## src/sv/tbpe_pkg.sv

```systemverilog
// Package for the Thumb-32 branch-with-link and push execute block.
// Holds the opcode, result kind and sequencer state codes and the result record.
// No dependencies.
`default_nettype none
package tbpe_pkg;

    localparam int unsigned XLEN     = 32;
    localparam int unsigned IMM_W    = 11;
    localparam int unsigned LIST_W   = 13;
    localparam int unsigned REGS_W   = 15;  // r0..r14, bit 13 never set
    localparam int unsigned LR_IDX   = 14;
    localparam int unsigned CNT_W    = 4;
    localparam int unsigned RIDX_W   = 4;
    localparam int unsigned MIN_PUSH = 2;

    typedef enum logic [1:0] {
        OP_BL   = 2'd0,
        OP_BLX  = 2'd1,
        OP_PUSH = 2'd2,
        OP_UDF  = 2'd3
    } t_opcode;

    typedef enum logic [1:0] {
        K_BRANCH = 2'd0,
        K_STORE  = 2'd1,
        K_FAULT  = 2'd2
    } t_kind;

    typedef enum logic [2:0] {
        S_IDLE,
        S_PREP,
        S_TARGET,
        S_STORE,
        S_FAULT
    } t_state;

    typedef struct packed {
        logic [1:0]        kind;
        logic [XLEN-1:0]   target_pc;
        logic [XLEN-1:0]   link_value;
        logic              thumb_state;
        logic [XLEN-1:0]   store_address;
        logic [RIDX_W-1:0] store_reg;
        logic [XLEN-1:0]   new_stack_ptr;
        logic              last;
    } t_result;

endpackage
`default_nettype wire

```

## src/sv/tbpe_in_if.sv

```systemverilog
// Input channel carrying one decoded Thumb-32 instruction per transaction.
// Depends on tbpe_pkg for field widths.
`default_nettype none
interface tbpe_in_if;
    logic                           valid;
    logic                           ready;
    logic [1:0]                     opcode;
    logic [tbpe_pkg::IMM_W-1:0]     imm_high;
    logic [tbpe_pkg::IMM_W-1:0]     imm_low;
    logic                           push_link;
    logic [tbpe_pkg::LIST_W-1:0]    push_list;
    logic [tbpe_pkg::XLEN-1:0]      instr_pc;
    logic [tbpe_pkg::XLEN-1:0]      stack_ptr;

    modport source (output valid, opcode, imm_high, imm_low, push_link, push_list,
                    instr_pc, stack_ptr, input ready);
    modport sink   (input valid, opcode, imm_high, imm_low, push_link, push_list,
                    instr_pc, stack_ptr, output ready);
endinterface
`default_nettype wire

```

## src/sv/tbpe_out_if.sv

```systemverilog
// Output channel carrying one branch, store or fault result per transaction.
// Depends on tbpe_pkg for field widths.
`default_nettype none
interface tbpe_out_if;
    logic                           valid;
    logic                           ready;
    logic [1:0]                     kind;
    logic [tbpe_pkg::XLEN-1:0]      target_pc;
    logic [tbpe_pkg::XLEN-1:0]      link_value;
    logic                           thumb_state;
    logic [tbpe_pkg::XLEN-1:0]      store_address;
    logic [tbpe_pkg::RIDX_W-1:0]    store_reg;
    logic [tbpe_pkg::XLEN-1:0]      new_stack_ptr;
    logic                           last;

    modport source (output valid, kind, target_pc, link_value, thumb_state,
                    store_address, store_reg, new_stack_ptr, last, input ready);
    modport sink   (input valid, kind, target_pc, link_value, thumb_state,
                    store_address, store_reg, new_stack_ptr, last, output ready);
endinterface
`default_nettype wire

```

## src/sv/thumb32_branch_push_execute.sv

```systemverilog
// Top level of the Thumb-32 BL / BLX / PUSH.W execute block: sequencer, output register.
// Depends on tbpe_pkg, tbpe_in_if, tbpe_out_if and tbpe_alu.
// A BL or BLX result is computed in two steps, PC+4 in S_PREP and then the target in
// S_TARGET, before it enters the output register; a fault result passes through S_PREP
// and S_FAULT. A PUSH computes the new stack pointer in S_PREP, then S_STORE gives one
// store per cycle while the output is not stalled, up to fourteen registers.
// All sums go through the single shared 32-bit adder, one per cycle, and the
// block takes no new instruction until the last result of the current one has entered
// the output register. That register lets the next instruction be accepted in the next
// cycle while the final result waits.
`default_nettype none
module thumb32_branch_push_execute (
    input  wire logic  i_clk,
    input  wire logic  i_rst_n,
    tbpe_in_if.sink    i_item,
    tbpe_out_if.source o_res
);
    import tbpe_pkg::*;

    t_state                r_state, n_state;
    t_opcode               r_opcode, n_opcode;
    logic [IMM_W-1:0]      r_imm_high, n_imm_high;
    logic [IMM_W-1:0]      r_imm_low, n_imm_low;
    logic [REGS_W-1:0]     r_list, n_list;
    logic [XLEN-1:0]       r_pc, n_pc;
    logic [XLEN-1:0]       r_sp, n_sp;
    logic [XLEN-1:0]       r_acc, n_acc;
    logic [XLEN-1:0]       r_base, n_base;
    t_result               r_out, n_out;
    logic                  r_out_valid, n_out_valid;

    logic [XLEN-1:0]       alu_a, alu_b, alu_sum;
    logic                  alu_cin;
    logic [CNT_W-1:0]      reg_count;
    logic [RIDX_W-1:0]     low_idx;
    logic [REGS_W-1:0]     list_rest;
    logic [XLEN-1:0]       offset;
    logic                  slot_free;
    logic                  in_fire;

    tbpe_alu u_alu (
        .i_a   (alu_a),
        .i_b   (alu_b),
        .i_cin (alu_cin),
        .o_sum (alu_sum)
    );

    assign in_fire   = i_item.valid && i_item.ready;
    assign slot_free = !r_out_valid || o_res.ready;
    assign offset    = {{(XLEN-2*IMM_W-1){r_imm_high[IMM_W-1]}}, r_imm_high, r_imm_low, 1'b0};
    assign list_rest = r_list & (r_list - REGS_W'(1));

    always_comb begin
        reg_count = '0;
        for (int i = 0; i < REGS_W; i++) begin
            reg_count = reg_count + CNT_W'(r_list[i]);
        end
    end

    // Lowest set register goes out first.
    always_comb begin
        low_idx = '0;
        for (int i = REGS_W - 1; i >= 0; i--) begin
            if (r_list[i]) begin
                low_idx = RIDX_W'(i);
            end
        end
    end

    always_ff @(posedge i_clk) begin
        if (!i_rst_n) begin
            r_state     <= S_IDLE;
            r_out_valid <= 1'b0;
        end else begin
            r_state     <= n_state;
            r_out_valid <= n_out_valid;
        end
    end

    always_ff @(posedge i_clk) begin
        r_opcode   <= n_opcode;
        r_imm_high <= n_imm_high;
        r_imm_low  <= n_imm_low;
        r_list     <= n_list;
        r_pc       <= n_pc;
        r_sp       <= n_sp;
        r_acc      <= n_acc;
        r_base     <= n_base;
        r_out      <= n_out;
    end

    always_comb begin
        n_state     = r_state;
        n_opcode    = r_opcode;
        n_imm_high  = r_imm_high;
        n_imm_low   = r_imm_low;
        n_list      = r_list;
        n_pc        = r_pc;
        n_sp        = r_sp;
        n_acc       = r_acc;
        n_base      = r_base;
        n_out       = r_out;
        n_out_valid = r_out_valid && !o_res.ready;
        alu_a       = r_acc;
        alu_b       = XLEN'(4);
        alu_cin     = 1'b0;

        unique case (r_state)
            S_IDLE: begin
                if (in_fire) begin
                    n_opcode   = t_opcode'(i_item.opcode);
                    n_imm_high = i_item.imm_high;
                    n_imm_low  = i_item.imm_low;
                    n_list     = {i_item.push_link, 1'b0, i_item.push_list};
                    n_pc       = i_item.instr_pc;
                    n_sp       = i_item.stack_ptr;
                    n_state    = S_PREP;
                end
            end
            S_PREP: begin
                unique case (r_opcode) inside
                    OP_BL, OP_BLX: begin
                        alu_a = r_pc;
                        n_acc = alu_sum;
                        if (r_opcode == OP_BLX && r_imm_low[0]) begin
                            n_state = S_FAULT;
                        end else begin
                            n_state = S_TARGET;
                        end
                    end
                    OP_PUSH: begin
                        // SP minus four times the count, as SP + ~(4n) + 1.
                        alu_a   = r_sp;
                        alu_b   = ~{{(XLEN-CNT_W-2){1'b0}}, reg_count, 2'b00};
                        alu_cin = 1'b1;
                        n_acc   = alu_sum;
                        n_base  = alu_sum;
                        if (reg_count < CNT_W'(MIN_PUSH)) begin
                            n_state = S_FAULT;
                        end else begin
                            n_state = S_STORE;
                        end
                    end
                    OP_UDF: begin
                        n_state = S_FAULT;
                    end
                    default: begin
                        n_state = S_FAULT;
                    end
                endcase
            end
            S_TARGET: begin
                alu_a = (r_opcode == OP_BL) ? r_acc : {r_acc[XLEN-1:2], 2'b00};
                alu_b = offset;
                if (slot_free) begin
                    n_out             = '0;
                    n_out.kind        = K_BRANCH;
                    n_out.target_pc   = alu_sum;
                    n_out.link_value  = r_acc | XLEN'(1);
                    n_out.thumb_state = (r_opcode == OP_BL);
                    n_out.last        = 1'b1;
                    n_out_valid       = 1'b1;
                    n_state           = S_IDLE;
                end
            end
            S_STORE: begin
                if (slot_free) begin
                    n_out               = '0;
                    n_out.kind          = K_STORE;
                    n_out.store_address = r_acc;
                    n_out.store_reg     = low_idx;
                    n_out.new_stack_ptr = r_base;
                    n_out.last          = (list_rest == '0);
                    n_out_valid         = 1'b1;
                    n_acc               = alu_sum;
                    n_list              = list_rest;
                    if (list_rest == '0) begin
                        n_state = S_IDLE;
                    end
                end
            end
            S_FAULT: begin
                if (slot_free) begin
                    n_out       = '0;
                    n_out.kind  = K_FAULT;
                    n_out.last  = 1'b1;
                    n_out_valid = 1'b1;
                    n_state     = S_IDLE;
                end
            end
            default: begin
                n_state = S_IDLE;
            end
        endcase
    end

    assign i_item.ready        = (r_state == S_IDLE);
    assign o_res.valid         = r_out_valid;
    assign o_res.kind          = r_out.kind;
    assign o_res.target_pc     = r_out.target_pc;
    assign o_res.link_value    = r_out.link_value;
    assign o_res.thumb_state   = r_out.thumb_state;
    assign o_res.store_address = r_out.store_address;
    assign o_res.store_reg     = r_out.store_reg;
    assign o_res.new_stack_ptr = r_out.new_stack_ptr;
    assign o_res.last          = r_out.last;

    a_single_results_last: assert property (@(posedge i_clk) disable iff (!i_rst_n)
        r_out_valid && r_out.kind != K_STORE |-> r_out.last)
        else $error("branch or fault result without last");

    a_store_aligned_to_sp: assert property (@(posedge i_clk) disable iff (!i_rst_n)
        r_out_valid && r_out.kind == K_STORE |->
            r_out.store_address[1:0] == r_out.new_stack_ptr[1:0])
        else $error("store address not word-spaced from new stack pointer");

    a_idle_holds: assert property (@(posedge i_clk) disable iff (!i_rst_n)
        r_state == S_IDLE && !in_fire |=> r_state == S_IDLE)
        else $error("sequencer left idle without a transaction");

    a_result_not_lost: assert property (@(posedge i_clk) disable iff (!i_rst_n)
        r_out_valid && !o_res.ready |=> r_out_valid && $stable(r_out))
        else $error("pending result overwritten");

    a_kind_legal: assert property (@(posedge i_clk) disable iff (!i_rst_n)
        r_out_valid |-> r_out.kind == K_BRANCH || r_out.kind == K_STORE
            || r_out.kind == K_FAULT)
        else $error("result carries an unused kind code");

endmodule
`default_nettype wire

```

## src/sv/tbpe_alu.sv

```systemverilog
// Shared 32-bit adder with carry in, used for every address computation.
// Depends on tbpe_pkg.
`default_nettype none
module tbpe_alu (
    input  wire logic [tbpe_pkg::XLEN-1:0] i_a,
    input  wire logic [tbpe_pkg::XLEN-1:0] i_b,
    input  wire logic                      i_cin,
    output logic [tbpe_pkg::XLEN-1:0]      o_sum
);
    import tbpe_pkg::*;

    assign o_sum = i_a + i_b + {{(XLEN-1){1'b0}}, i_cin};

endmodule
`default_nettype wire
```

## src/flat_wrapper.sv

```systemverilog
// flat-port wrapper written by rule: the top's interface ports become plain ports
module thumb32_branch_push_execute_flat import tbpe_pkg::*;
  (i_clk, i_rst_n, i_item_valid, i_item_opcode, i_item_imm_high, i_item_imm_low, i_item_push_link, i_item_push_list, i_item_instr_pc, i_item_stack_ptr, i_item_ready, o_res_valid, o_res_kind, o_res_target_pc, o_res_link_value, o_res_thumb_state, o_res_store_address, o_res_store_reg, o_res_new_stack_ptr, o_res_last, o_res_ready);
  tbpe_in_if i_item_i ();
  tbpe_out_if o_res_i ();
  input  wire logic i_clk;
  input  wire logic i_rst_n;
  input wire logic [$bits(i_item_i.valid)-1:0] i_item_valid;
  input wire logic [$bits(i_item_i.opcode)-1:0] i_item_opcode;
  input wire logic [$bits(i_item_i.imm_high)-1:0] i_item_imm_high;
  input wire logic [$bits(i_item_i.imm_low)-1:0] i_item_imm_low;
  input wire logic [$bits(i_item_i.push_link)-1:0] i_item_push_link;
  input wire logic [$bits(i_item_i.push_list)-1:0] i_item_push_list;
  input wire logic [$bits(i_item_i.instr_pc)-1:0] i_item_instr_pc;
  input wire logic [$bits(i_item_i.stack_ptr)-1:0] i_item_stack_ptr;
  output wire logic [$bits(i_item_i.ready)-1:0] i_item_ready;
  output wire logic [$bits(o_res_i.valid)-1:0] o_res_valid;
  output wire logic [$bits(o_res_i.kind)-1:0] o_res_kind;
  output wire logic [$bits(o_res_i.target_pc)-1:0] o_res_target_pc;
  output wire logic [$bits(o_res_i.link_value)-1:0] o_res_link_value;
  output wire logic [$bits(o_res_i.thumb_state)-1:0] o_res_thumb_state;
  output wire logic [$bits(o_res_i.store_address)-1:0] o_res_store_address;
  output wire logic [$bits(o_res_i.store_reg)-1:0] o_res_store_reg;
  output wire logic [$bits(o_res_i.new_stack_ptr)-1:0] o_res_new_stack_ptr;
  output wire logic [$bits(o_res_i.last)-1:0] o_res_last;
  input wire logic [$bits(o_res_i.ready)-1:0] o_res_ready;
  assign i_item_i.valid = i_item_valid;
  assign i_item_i.opcode = i_item_opcode;
  assign i_item_i.imm_high = i_item_imm_high;
  assign i_item_i.imm_low = i_item_imm_low;
  assign i_item_i.push_link = i_item_push_link;
  assign i_item_i.push_list = i_item_push_list;
  assign i_item_i.instr_pc = i_item_instr_pc;
  assign i_item_i.stack_ptr = i_item_stack_ptr;
  assign i_item_ready = i_item_i.ready;
  assign o_res_valid = o_res_i.valid;
  assign o_res_kind = o_res_i.kind;
  assign o_res_target_pc = o_res_i.target_pc;
  assign o_res_link_value = o_res_i.link_value;
  assign o_res_thumb_state = o_res_i.thumb_state;
  assign o_res_store_address = o_res_i.store_address;
  assign o_res_store_reg = o_res_i.store_reg;
  assign o_res_new_stack_ptr = o_res_i.new_stack_ptr;
  assign o_res_last = o_res_i.last;
  assign o_res_i.ready = o_res_ready;
  thumb32_branch_push_execute u_core (.i_clk(i_clk), .i_rst_n(i_rst_n), .i_item(i_item_i), .o_res(o_res_i));
endmodule
```

## config.mk

```make
export PLATFORM = sky130hd
export DESIGN_NAME = thumb32_branch_push_execute_flat
export DESIGN_NICKNAME = d
export VERILOG_FILES = /design/src/sv/tbpe_pkg.sv /design/src/sv/tbpe_in_if.sv /design/src/sv/tbpe_out_if.sv /design/src/sv/thumb32_branch_push_execute.sv /design/src/sv/tbpe_alu.sv /design/src/flat_wrapper.sv
export SDC_FILE = /design/constraint.sdc
export NUM_CORES = 1
export LEC_CHECK = 0
export BUFFER_PORTS_ARGS = -buffer_cell sky130_fd_sc_hd__buf_2
export CAP_MARGIN = 5
export CORE_MARGIN = 3
export CORE_UTILIZATION = 39
export DETAILED_ROUTE_END_ITERATION = 8
export GPL_TIMING_DRIVEN = 0
export HOLD_SLACK_MARGIN = 0.03
export PLACE_DENSITY = 0.68
export SYNTH_ARGS = -nofsm -noshare
export SYNTH_HDL_FRONTEND = slang
export SYNTH_SLANG_ARGS = --single-unit
```

## constraint.sdc

```tcl
create_clock -name i_clk -period 9.4 [get_ports i_clk]
set_input_delay 0.94 -clock i_clk [delete_from_list [all_inputs] [get_ports i_clk]]
set_output_delay 0.94 -clock i_clk [all_outputs]
set_load 0.05 [all_outputs]
```

==> flow_metrics.env <==
export IMPL_status="finished clean"
export IMPL_final_cell_mix="edfxtp_1, buf_2, and2_1"
export IMPL_syn_area_per_cell_um2=13.0
export IMPL_slew_violations=0
export IMPL_cp_max_fo=7
export IMPL_cp_start_kind="flip-flop"
export IMPL_dp_hpwl_um=28900
export IMPL_cts_htree_levels=2
export IMPL_grt_pass1_vias=10000
export IMPL_wl_met2_um=18500
export IMPL_cp_arrival_ps=7300
export IMPL_postCtsSetupBuffers=0
export IMPL_dp_slack_ps=2530
export IMPL_synth_edff_count=303
export IMPL_fin_crit_ps=6930
export IMPL_clk_pin_slew_ps=60
export IMPL_place_congestion=0.899
export IMPL_drtIter0Drc=554
export IMPL_post_cts_resized=0
export IMPL_cts_sinks=307
export IMPL_core_um2=35000
export IMPL_wl_per_cell_um=21.6
export IMPL_vias=9723
export IMPL_clockBufferDepth=3
export IMPL_wl_um=39900
export IMPL_cts_made_buffers=35
export IMPL_critPathKind="reg2reg"
export IMPL_clk_latency_ps=520
export IMPL_rsz0062_at_grt="false"
export IMPL_grt_pass1_wl_um=60400
export IMPL_rrSetupSlack_ps=2470
export IMPL_cts_tree="done"
export IMPL_drcViolationCount=0
export IMPL_cp_cell_sequence="inv_1, ha_1, inv_1, fa_1, fa_1, fa_1, fa_1, inv_1, ha_1, a21o_1, a21oi_1, xnor2_1, o21ai_0, ha_1, o311a_1, a211oi_2, nand3_1, a21o_1, a311oi_1, and2_1"
export IMPL_wl_met1_um=17100
export IMPL_portBuffers=243
export IMPL_hold_class="reg2reg"
export IMPL_final_common_cell="edfxtp_1"
export IMPL_synthFlopType="edfxtp_1"
export IMPL_rows=68
export IMPL_dieWidth_um=196
export IMPL_tightest_slew_ps=1060
export IMPL_grt_overflow=0
export IMPL_hold_path_depth=1
export IMPL_synthArstFlopShare_pct=0
export IMPL_synthesis_area_um2=14000
export IMPL_reg2regPathDepth=20
export IMPL_drv_cap=0
export IMPL_worst_path_largest_cell_delay_ps=730
export IMPL_finalNonFillerCells=1849
export IMPL_cts_hold_fix_buffers=0
export IMPL_timing_slew_headroom_pct=29.1
export IMPL_r2r_end="u_core.o_res.target_pc[27]"
export IMPL_grt_max_degree=61
export IMPL_crit_required_ps=9770
export IMPL_die_h_um=196
export IMPL_netlist_instances=1079
export IMPL_area_growth_pct=22.3
export IMPL_initial_utilization_pct=40.1
export IMPL_cpMaxStageDelayCell="a311oi_1"
export IMPL_routed_via_density=5.26
export IMPL_finalHoldViolCount=0
export IMPL_synth_warnings=0
export IMPL_hold_start="u_core.r_base[0]"
export IMPL_ant_nets=0
export IMPL_dp_cells=1784
export IMPL_setup_viol=0
export IMPL_track_usage_pct=20.6
export IMPL_met3_length_um=3280
export IMPL_path_common_cell="fa_1"
export IMPL_worst_slack_ps=2470
export IMPL_top_layer="met5"
export IMPL_die_area_um2=38300
export IMPL_nNetsFinal=1522
export IMPL_antenna_found_initial=10
export IMPL_min_to="u_core.o_res.new_stack_ptr[0]"
export IMPL_endpoint_kind="flip-flop"
export IMPL_yosysSeqAreaShare_pct=65.5
export IMPL_synthesis_nets=1235
export IMPL_clock_fmax_mhz=144
export IMPL_finClkSkew_ps=22.1
export IMPL_drt_pass1_iter_count=5
export IMPL_ys_ff_latch=307
export IMPL_r2r_start="u_core.r_list[0]"
export IMPL_synth_cell_type_count=65
export IMPL_io_pins=244
export IMPL_post_route_period_util_pct=73.7
export IMPL_drive_above_1_share_pct=23.1
export IMPL_root_buffer="clkbuf_16"
-- critical path, delay by kind of cell (launching register included) --
family | cells | cell delay (ps)
AO/OA/AOI/OAI | 7 | 2410
XOR/XNOR | 1 | 220
adder cells (fa/ha/maj) | 7 | 2960
buffers and inverters | 3 | 250
flip-flops | 1 | 490
AND/OR/NAND/NOR | 2 | 470
-- metrics by stage --
step	setup TNS [ps]	hold WS (ps)	utilization, %	instance area, um^2
after floorplan	0	497	-	14000
after global placement	-546810	502	45.2	15800
after detailed placement	0	501	45.7	16000
after CTS	0	513	49.0	17100
after global routing	0	529	49.0	17100
final	0	514	49.0	17100
-- metal layers --
metal / up-vias / track usage (%)
met1: 4662 / 28.0
met4: 12 / 5.89
met3: 82 / 5.50
li1: 4591 / -
met5: - / 0
met2: 376 / 32.8
-- cell usage after synthesis, drive strengths merged (26+ instances only) --
cell	instances	area (um^2)
edfxtp	303	9100
and2	129	807
nand2	87	327
a21oi	75	379
clkbuf	51	191
o21ai	45	225
ha	39	488
inv	37	139
o31ai	36	270
nand2b	35	219
o22ai	30	188
nor2	26	97.6
-- worst max path at each step --
stage / slack (ps) / to / start / cells past startpoint
after global placement: -4050 / u_core.o_res.target_pc[18] / u_core.r_state[1] / 10
after CTS: 2480 / u_core.o_res.target_pc[27] / u_core.r_list[0] / 20
after detailed placement: 2530 / u_core.o_res.target_pc[27] / u_core.r_list[0] / 20
after global routing: 2130 / u_core.o_res.target_pc[27] / u_core.r_list[0] / 20
final: 2470 / u_core.o_res.target_pc[27] / u_core.r_list[0] / 20
after floorplan: 470 / u_core.o_res.kind[0] / u_core.r_state[1] / 10
-- cells by family (layout without fill, tap and decap cells) --
| family | count (synthesis) | after routing | share of synthesized area (%) |
|---|---|---|---|
| buffers and inverters | 92 | 404 | 2.49 |
| and+or+nand+nor | 344 | 344 | 13.4 |
| AOI/OAI and AO/OA | 256 | 256 | 11.7 |
| DFF | 307 | 307 | 65.5 |
| adders and majority gates | 50 | 50 | 5.05 |
| other | 0 | 3 | 0 |
| muxes | 3 | 3 | 0.232 |
| xor gates and xnor gates | 27 | 27 | 1.69 |
-- layout make-up --
type                            count  area (um^2)
Sequential cell                   307         9180
Clock inverter                     19          198
Inverter                           37          139
Timing Repair Buffer              250         1380
Clock buffer                       43          948
Buffer                             55          210
Antenna cell                        3         7.51
Tap cell                          455          569
Multi-Input combinational cell    680         4520
Fill cell                        3114        17800
Power is left out: the tool's default activity adds up to more than one toggle a clock period on the data nets, which glitch-free logic cannot reach.
